File: src/rtl/line_command_address_parser_macros.svh
// Assertion macros shared by the RTL of the line command address parser.
// Both macros sample on the rising edge of clk_i.
`ifndef LINE_COMMAND_ADDRESS_PARSER_MACROS_SVH
`define LINE_COMMAND_ADDRESS_PARSER_MACROS_SVH

// Checked only while the block is out of reset.
`define LCAP_ASSERT(label, prop, msg) \
  label: assert property (@(posedge clk_i) disable iff (!rst_ni) prop) else $error(msg);

// Checked at every edge, during reset as well.
`define LCAP_ASSERT_ALWAYS(label, prop, msg) \
  label: assert property (@(posedge clk_i) prop) else $error(msg);

`endif

File: src/rtl/lcap_pkg.sv
`timescale 1ns / 1ps
`default_nettype none
// ----------------------------------------------------------------------------
// lcap_pkg
// Constants and types of the line command address parser.
// ----------------------------------------------------------------------------
package lcap_pkg;

  localparam int unsigned LINE_LEN = 24;
  localparam int unsigned HEAD_LEN = 6;
  localparam int unsigned IDX_W    = $clog2(LINE_LEN);
  localparam int unsigned OCTETS   = 4;

  // Result item: two flags and eight octets, padded to whole bytes.
  localparam int unsigned OUT_BITS = 2 + 2 * OCTETS * 8;
  localparam int unsigned OUT_W    = ((OUT_BITS + 7) / 8) * 8;

  localparam logic [7:0] CHAR_CR   = 8'd13;
  localparam logic [7:0] CHAR_SEMI = 8'd59;
  localparam logic [7:0] CHAR_ZERO = 8'd48;
  localparam logic [7:0] CHAR_ONE  = 8'd49;
  localparam logic [7:0] CHAR_G    = 8'd71;
  localparam logic [7:0] CHAR_E    = 8'd69;
  localparam logic [7:0] CHAR_T    = 8'd84;
  localparam logic [7:0] CHAR_A    = 8'd65;
  localparam logic [7:0] CHAR_M    = 8'd77;
  localparam logic [7:0] CHAR_I    = 8'd73;
  localparam logic [7:0] CHAR_P    = 8'd80;
  localparam logic [7:0] CHAR_W    = 8'd87;

  localparam logic [7:0] MUL_HUNDRED = 8'd100;
  localparam logic [7:0] MUL_TEN     = 8'd10;

  typedef logic [7:0]       byte_t;
  typedef logic [IDX_W-1:0] index_t;
  typedef byte_t            octets_t [OCTETS];

endpackage

`default_nettype wire

File: src/rtl/line_command_address_parser.sv
`timescale 1ns / 1ps
`default_nettype none
// ----------------------------------------------------------------------------
// line_command_address_parser
// Collects serial bytes into a line head, decodes each line on carriage
// return into request flags and IP / gateway address octets.
// ----------------------------------------------------------------------------
//  Channel   Dir  Fields (low bit first)                        Items
//  s_axis    in   tdata[7:0] rx_byte                            one per byte
//  m_axis    out  tdata get_request, usb_request, ip_octet_a..d,
//                 gw_octet_a..d, zero pad to 72 bits            one per CR
//
//  An item is registered in the input register on acceptance and processed
//  from there; a carriage return writes its result into the result register.
//  One item per cycle is accepted, limited only by the single result
//  register when results are not taken.
//  Reset clears the line head, the write index and all octets to zero.
//  A stalled result holds the input stage only when it is a carriage return.
// ----------------------------------------------------------------------------
module line_command_address_parser (
  input  wire                           clk_i,
  input  wire                           rst_ni,
  input  wire                           s_axis_tvalid_i,
  output logic                          s_axis_tready_o,
  // tdata: rx_byte[7:0]
  input  wire  [7:0]                    s_axis_tdata_i,
  output logic                          m_axis_tvalid_o,
  input  wire                           m_axis_tready_i,
  // tdata: get_request[0], usb_request[1], ip_octet_a[9:2] .. ip_octet_d[33:26],
  //        gw_octet_a[41:34] .. gw_octet_d[65:58], zero pad [71:66]
  output logic [lcap_pkg::OUT_W-1:0]    m_axis_tdata_o
);
  import lcap_pkg::*;

  `include "line_command_address_parser_macros.svh"

  // Input register.
  logic  in_valid_q;
  byte_t in_byte_q;

  // Parser state.
  byte_t   head_q [HEAD_LEN];
  byte_t   head_d [HEAD_LEN];
  index_t  idx_q, idx_d;
  octets_t ip_q, ip_d;
  octets_t gw_q, gw_d;

  // Result register.
  logic             out_valid_q;
  logic [OUT_W-1:0] out_data_q, out_data_d;

  logic          is_cr;
  logic          advance;
  logic          get_req, usb_req;
  byte_t         sel;
  logic          sel_ok;
  logic [IDX_W:0] idx_inc;

  function automatic byte_t decode_octet(byte_t old, byte_t p3, byte_t p4, byte_t p5);
    byte_t v;
    byte_t d3;
    byte_t d4;
    byte_t d5;
    d3 = p3 - CHAR_ZERO;
    d4 = p4 - CHAR_ZERO;
    d5 = p5 - CHAR_ZERO;
    v  = old;
    if (p3 != CHAR_SEMI) v = 8'(d3 * MUL_HUNDRED);
    if (p4 != CHAR_SEMI) v = 8'(v + 8'(d4 * MUL_TEN));
    if (p5 != CHAR_SEMI) v = 8'(v + d5);
    return v;
  endfunction

  assign is_cr   = (in_byte_q == CHAR_CR);
  // A non-return byte needs no result slot and always moves on.
  assign advance = in_valid_q && (!is_cr || !out_valid_q || m_axis_tready_i);
  assign s_axis_tready_o = !in_valid_q || advance;

  always_comb begin
    idx_inc = {1'b0, idx_q} + (IDX_W+1)'(1);
    ip_d    = ip_q;
    gw_d    = gw_q;
    for (int k = 0; k < HEAD_LEN; k++) begin
      head_d[k] = head_q[k];
      if (idx_q == IDX_W'(k)) begin
        head_d[k] = in_byte_q;
      end
    end
    if (is_cr) begin
      idx_d = '0;
    end else if (idx_inc >= (IDX_W+1)'(LINE_LEN)) begin
      idx_d = '0;
    end else begin
      idx_d = idx_inc[IDX_W-1:0];
    end

    // Decode sees the line head with the carriage return already written.
    get_req = (head_d[0] == CHAR_G) && (head_d[1] == CHAR_E) && (head_d[2] == CHAR_T);
    usb_req = (head_d[0] == CHAR_A) && (head_d[1] == CHAR_M) && (head_d[2] == CHAR_ONE);
    sel     = head_d[2] - CHAR_ONE;
    sel_ok  = (sel < 8'd4);
    if (is_cr && sel_ok) begin
      if (head_d[0] == CHAR_I && head_d[1] == CHAR_P) begin
        ip_d[sel[1:0]] = decode_octet(ip_q[sel[1:0]], head_d[3], head_d[4], head_d[5]);
      end
      if (head_d[0] == CHAR_G && head_d[1] == CHAR_W) begin
        gw_d[sel[1:0]] = decode_octet(gw_q[sel[1:0]], head_d[3], head_d[4], head_d[5]);
      end
    end

    out_data_d = {(OUT_W-OUT_BITS)'(0),
                  gw_d[3], gw_d[2], gw_d[1], gw_d[0],
                  ip_d[3], ip_d[2], ip_d[1], ip_d[0],
                  usb_req, get_req};
  end

  always_ff @(posedge clk_i or negedge rst_ni) begin
    if (!rst_ni) begin
      in_valid_q <= 1'b0;
    end else if (s_axis_tready_o) begin
      in_valid_q <= s_axis_tvalid_i;
    end
  end

  always_ff @(posedge clk_i) begin
    if (s_axis_tready_o && s_axis_tvalid_i) begin
      in_byte_q <= s_axis_tdata_i;
    end
  end

  always_ff @(posedge clk_i or negedge rst_ni) begin
    if (!rst_ni) begin
      idx_q <= '0;
      for (int k = 0; k < HEAD_LEN; k++) begin
        head_q[k] <= '0;
      end
      for (int k = 0; k < OCTETS; k++) begin
        ip_q[k] <= '0;
        gw_q[k] <= '0;
      end
    end else if (advance) begin
      idx_q  <= idx_d;
      head_q <= head_d;
      ip_q   <= ip_d;
      gw_q   <= gw_d;
    end
  end

  always_ff @(posedge clk_i or negedge rst_ni) begin
    if (!rst_ni) begin
      out_valid_q <= 1'b0;
    end else if (advance && is_cr) begin
      out_valid_q <= 1'b1;
    end else if (m_axis_tready_i) begin
      out_valid_q <= 1'b0;
    end
  end

  always_ff @(posedge clk_i) begin
    if (advance && is_cr) begin
      out_data_q <= out_data_d;
    end
  end

  assign m_axis_tvalid_o = out_valid_q;
  assign m_axis_tdata_o  = out_data_q;

  `LCAP_ASSERT_ALWAYS(a_idx_range, idx_q < IDX_W'(LINE_LEN), "write index beyond line length")
  `LCAP_ASSERT(a_cr_gives_result, advance && is_cr |=> out_valid_q, "carriage return lost its result")
  `LCAP_ASSERT(a_hold_input, in_valid_q && !advance |=> in_valid_q && $stable(in_byte_q), "stalled item dropped")
  `LCAP_ASSERT(a_idx_after_cr, advance && is_cr |=> idx_q == '0, "index not cleared after line end")

endmodule

`default_nettype wire

File: config.mk
export PLATFORM = sky130hd
export DESIGN_NAME = line_command_address_parser
export DESIGN_NICKNAME = d
export VERILOG_FILES = /design/src/rtl/lcap_pkg.sv /design/src/rtl/line_command_address_parser.sv
export VERILOG_INCLUDE_DIRS = /design/src /design/src/rtl
export SDC_FILE = /design/constraint.sdc
export NUM_CORES = 1
export LEC_CHECK = 0
export ABC_AREA = 0
export BUFFER_PORTS_ARGS = -buffer_cell sky130_fd_sc_hd__buf_2
export CORE_ASPECT_RATIO = 1.75
export CORE_MARGIN = 3
export CORE_UTILIZATION = 60
export CTS_BUF_LIST = sky130_fd_sc_hd__clkbuf_8
export CTS_CLUSTER_DIAMETER = 80
export CTS_CLUSTER_SIZE = 8
export DETAILED_ROUTE_END_ITERATION = 12
export GPL_TIMING_DRIVEN = 0
export PLACE_DENSITY = 0.8
export SYNTH_ARGS = -nofsm -noshare
export SYNTH_HDL_FRONTEND = slang
export SYNTH_SLANG_ARGS = --single-unit
File: constraint.sdc
create_clock -name clk_i -period 7.15 [get_ports clk_i]
set_input_delay 1.0725 -clock clk_i [delete_from_list [all_inputs] [get_ports clk_i]]
set_output_delay 1.0725 -clock clk_i [all_outputs]
set_load 0.02 [all_outputs]
# Yosys cells after proc, flatten, opt, wreduce, memory -nomap -nowiden
# Cells that the tools add are included.
# op_classes
addsub,9
mul,2
div,0
order_cmp,4
eq_ne,18
shifts,0
muxes,42
bitwise_logic,1
n_reduce_logical,19
# op_table
cell,n
two-way mux 8 bit,29
two-way mux 32 bit,4
bitwise mux 32 bit,2
"equality test 8 x 7 -> 1 bit, second input constant",8
adder 8 bit,4
binary-select mux 8 bit (select 2 bit),2
"subtractor 8 x 6 -> 8 bit, second input constant",4
"inequality test 8 x 6 -> 1 bit, second input constant",3
demux 8 bit (select 2 bit),1
logical AND 1 bit,11
"equality test 5 x 2 -> 1 bit, second input constant",2
"equality test 5 x 3 -> 1 bit, second input constant",2
two-way mux 5 bit,2
"equality test 8 x 4 -> 1 bit, second input constant",1
"equality test 8 x 6 -> 1 bit, second input constant",1
"< comparator 8 x 3 -> 1 bit, second input constant",1
"multiplier 8 x 3 -> 7 bit, second input constant",1
"multiplier 8 x 5 -> 6 bit, second input constant",1
"adder 5 x 1 -> 6 bit, second input constant",1
"greater-or-equal comparator 6 x 5 -> 1 bit, second input constant",1
"equality test 5 x 1 -> 1 bit, second input constant",1
logical NOT 5 bit,1
"greater-or-equal comparator 3 bit, second input constant",1
logical NOT 1 bit,3
5 further kinds,8
# totals
register_bits,193
latch_bits,0
ram_bits,0
romBits,0
in_bits,12
output_inout_bits,74
n_memories,0

# Depth between registers and ports, before layout
# depth
ltp_word,21
depth_mapped,27
depth_no_buf,25

# Worst setup path after synthesis
# No wires, ideal clock.
# synth_timing
kind,register to register
startpoint,reg idx_q[0]
endpoint,"reg out_data_q[25], in the netlist m_axis_tdata_o[25], data pin"
arrival_time_ns,5.273
required_ns,6.877
path_slack_ns,1.605
path_stages_with_launch,26
path_buffers,3
period_less_slack_ns,5.545
cell_sequence,dfrtp_1 inv_1 ha_1 nor4b_2 buf_4 mux2i_1 ha_1 buf_1 clkbuf_1 mux4_2 nand2_1 nand2_1 ha_1 a21o_1 a21oi_1 o21bai_1 a21oi_1 xnor2_1 mux2i_1 inv_1 ha_1 o41ai_1 xnor2_1 nand2_1 xnor2_1 o21ai_0
# synth_lines
element,line_no,text
start: declaration,line_command_address_parser.sv:44,"index_t idx_q, idx_d;"
start signal: assignment,line_command_address_parser.sv:142,idx_q <= idx_d;
end signal: assignment,line_command_address_parser.sv:161,out_data_q <= out_data_d;
end: declaration,line_command_address_parser.sv:50,"logic [OUT_W-1:0] out_data_q, out_data_d;"

==> metrics <==
outcome=completed; post-synth cell types=66; die area=around 20000 um2; Final Critical Period=6.72 ns; RSZ-0062 raised after global routing=false; via/cell ratio=6.00; worst skew pair latency=just under 0.5 ns; crit path capture type=flip-flop; first-pass GRT wire length=41600 um; cts hold-fix bufs=0; sequential element share of the synthesized area=48.8%; Pre-antenna DRT Iters=6; routed wl met3=1170 um; top-count cell post-synth=nand2_1; maximum capacitance violations=0; clock root buffer=clkbuf_8; clock tree buffer depth=2; CTS tree=done; core outline area=17200 um2; initial antenna violation count=0; number of port buffers=79; Setup TNS=0 ns; filler instances=between 1000 and 1500; Die X=107 um; post-synth top area share=between 20% and 30%; Area contributors post-synth=dfrtp_1 (28%), edfxtp_1 (21%), mux2_2 (8.8%); Worst setup SP type=flip-flop; FF+latch count, synth=193; warnings from Yosys=0; Initial Util=62.0%; Max transition margin=roughly two fifths; Hold WS=between 0.4 and 0.5 ns; fmax=between 100 and 150 MHz; post-synth top area cell=dfrtp_1; Synth Area per Inst=11.0 um2; total CTS buffers=17; Setup Skew=0.0212 ns; vias=7865; Area Overhead vs Synth=11.0%; post-CTS setup buffers=0; Antenna Cells=0; share of layout cells above drive strength 1=23.8%; worst setup path category=reg -> reg; H-tree depth=4; remaining global-route overflow=0; Total Nets Final=~1100; height of the die=182 um; uppermost routed layer=met4; DP Cell Count=1279; Slew Limit Fails=0; Finished Layout Cells=1311; clock sinks=193; largest net degree at the start of global routing=68; Worst Path Max Fanout=10; Residual DRC=0; first-iteration detailed-routing DRC count=between 500 and 600; Mapped Cells=967; routability-driven placement congestion ratio=0.952; Post-synth top cells=nand2_1 (165), dfrtp_1 (119), o21ai_0 (115); worst-margin pin slew=0.886 ns; Row Count=63; clock transition at the registers of the reported paths=0.10 ns; critical path required time=7.33 ns; Resized cells post-CTS=0; Final Setup Violations=0; number of top-level pins=86; hold crit path type=reg -> reg; Final ANT Viol Nets=0; arrival time worst endpoint=~6.9 ns; met1 WL=roughly 9500 um; Fin. Hold Viols=0; met2 wire length=13800 um; Post-synth top flop=dfrtp_1; via count of the first global-routing pass=7940; hpwl dp=19300 um; routed len/inst=between 15 and 20 um; WL final=25800 um; gr usage total=27.7%; cell area after synthesis=10700 um2; asr flop ratio synth=61.7%; Final period util=93.9%; EDFF count, synth=74
-- final cells by class --
type	instances	area [um2]	area share [%]
clock inverter	15	180	1.52
timing repair buffer	80	429	3.63
sequential	193	5200	44.0
buffer	50	241	2.04
inverter	22	82.6	0.699
clock buffer	17	234	1.98
multi-input combinational	707	5170	43.7
tap	227	284	2.40
-- path summary, 6_finish.rpt --
path	from	to	slack, ns	depth (start not counted)
setup / recovery	idx_q[0]	m_axis_tdata_o[33]	0.43	25
hold / removal	head_q[24]	head_q[24]	0.48	2
setup reg to reg	idx_q[0]	m_axis_tdata_o[33]	0.43	25
hold reg to reg	head_q[24]	head_q[24]	0.48	2
max in group asynchronous	rst_ni	ip_q[21]	5.88	2
min in group asynchronous	rst_ni	in_valid_q	0.54	1
-- registers in the layout, indices dropped and copies added, names as in the netlist --
| register | cells |
|---|---|
| head_q | 48 |
| in_valid_q | 1 |
| m_axis_tvalid_o | 1 |
| m_axis_tdata_o | 66 |
| idx_q | 5 |
| in_byte_q | 8 |
| ip_q | 32 |
| gw_q | 32 |
-- stage by stage --
stage	area, um2	setup WS, ns	util, %
6_report	11800	0.434	68.8
5_1_grt	11800	0.117	68.8
4_1_cts	11800	0.0436	68.7
3_5_place_dp	11400	0.138	66.3
3_3_place_gp	11300	0.186	66.0
2_1_floorplan	10700	1.60	-
-- per-layer routing --
metal / vias up / global-route usage [%]
met5: - / 0
met4: 0 / 14.6
met3: 95 / 4.74
met2: 278 / 49.3
met1: 3797 / 31.4
li1: 3695 / -
-- layout by cell type (no fill, tap or decap), types with 22 or more instances in the layout --
cell type and instances:
o21ai_0 115, dfrtp_1 119, ha_1 50, nor2_1 28, edfxtp_1 74, mux2i_1 22
o21ai_1 22, buf_2 95, mux2_2 83, nand2_1 165, inv_1 22
-- kinds of logic (layout without fill, tap and decap cells) --
logic type | after synthesis | count (layout) | synth area share [%]
buffers and inverters | 72 | 184 | 3.03
adder cells (fa/ha/maj) | 55 | 55 | 6.81
AND/OR/NAND/NOR | 289 | 289 | 13.1
AO/OA/AOI/OAI | 198 | 198 | 10.5
other | 1 | 6 | 0.0352
flip-flops | 193 | 193 | 48.8
multiplexers | 124 | 124 | 14.7
XOR/XNOR | 35 | 35 | 3.01
-- worst max-delay path: stages, from the launching register on --
cell and delay [ns]:
dfrtp_1 0.48, inv_1 0.12, ha_1 0.14, nor4b_2 0.29, buf_4 0.26, mux2i_1 0.49
ha_1 0.19, buf_1 0.43, clkbuf_2 0.42, mux4_2 0.39, nand2_1 0.11, nand2_1 0.11
ha_1 0.31, a21o_1 0.17, a21oi_1 0.22, o21bai_1 0.09, a21oi_1 0.17, xnor2_1 0.11
mux2i_1 0.23, inv_1 0.08, ha_1 0.23, o41ai_1 0.46, xnor2_1 0.17, nand2_1 0.11
xnor2_2 0.36, o21ai_0 0.26
Power is left out: the tool's default activity adds up to more than one toggle a clock period on the data nets, which glitch-free logic cannot reach.
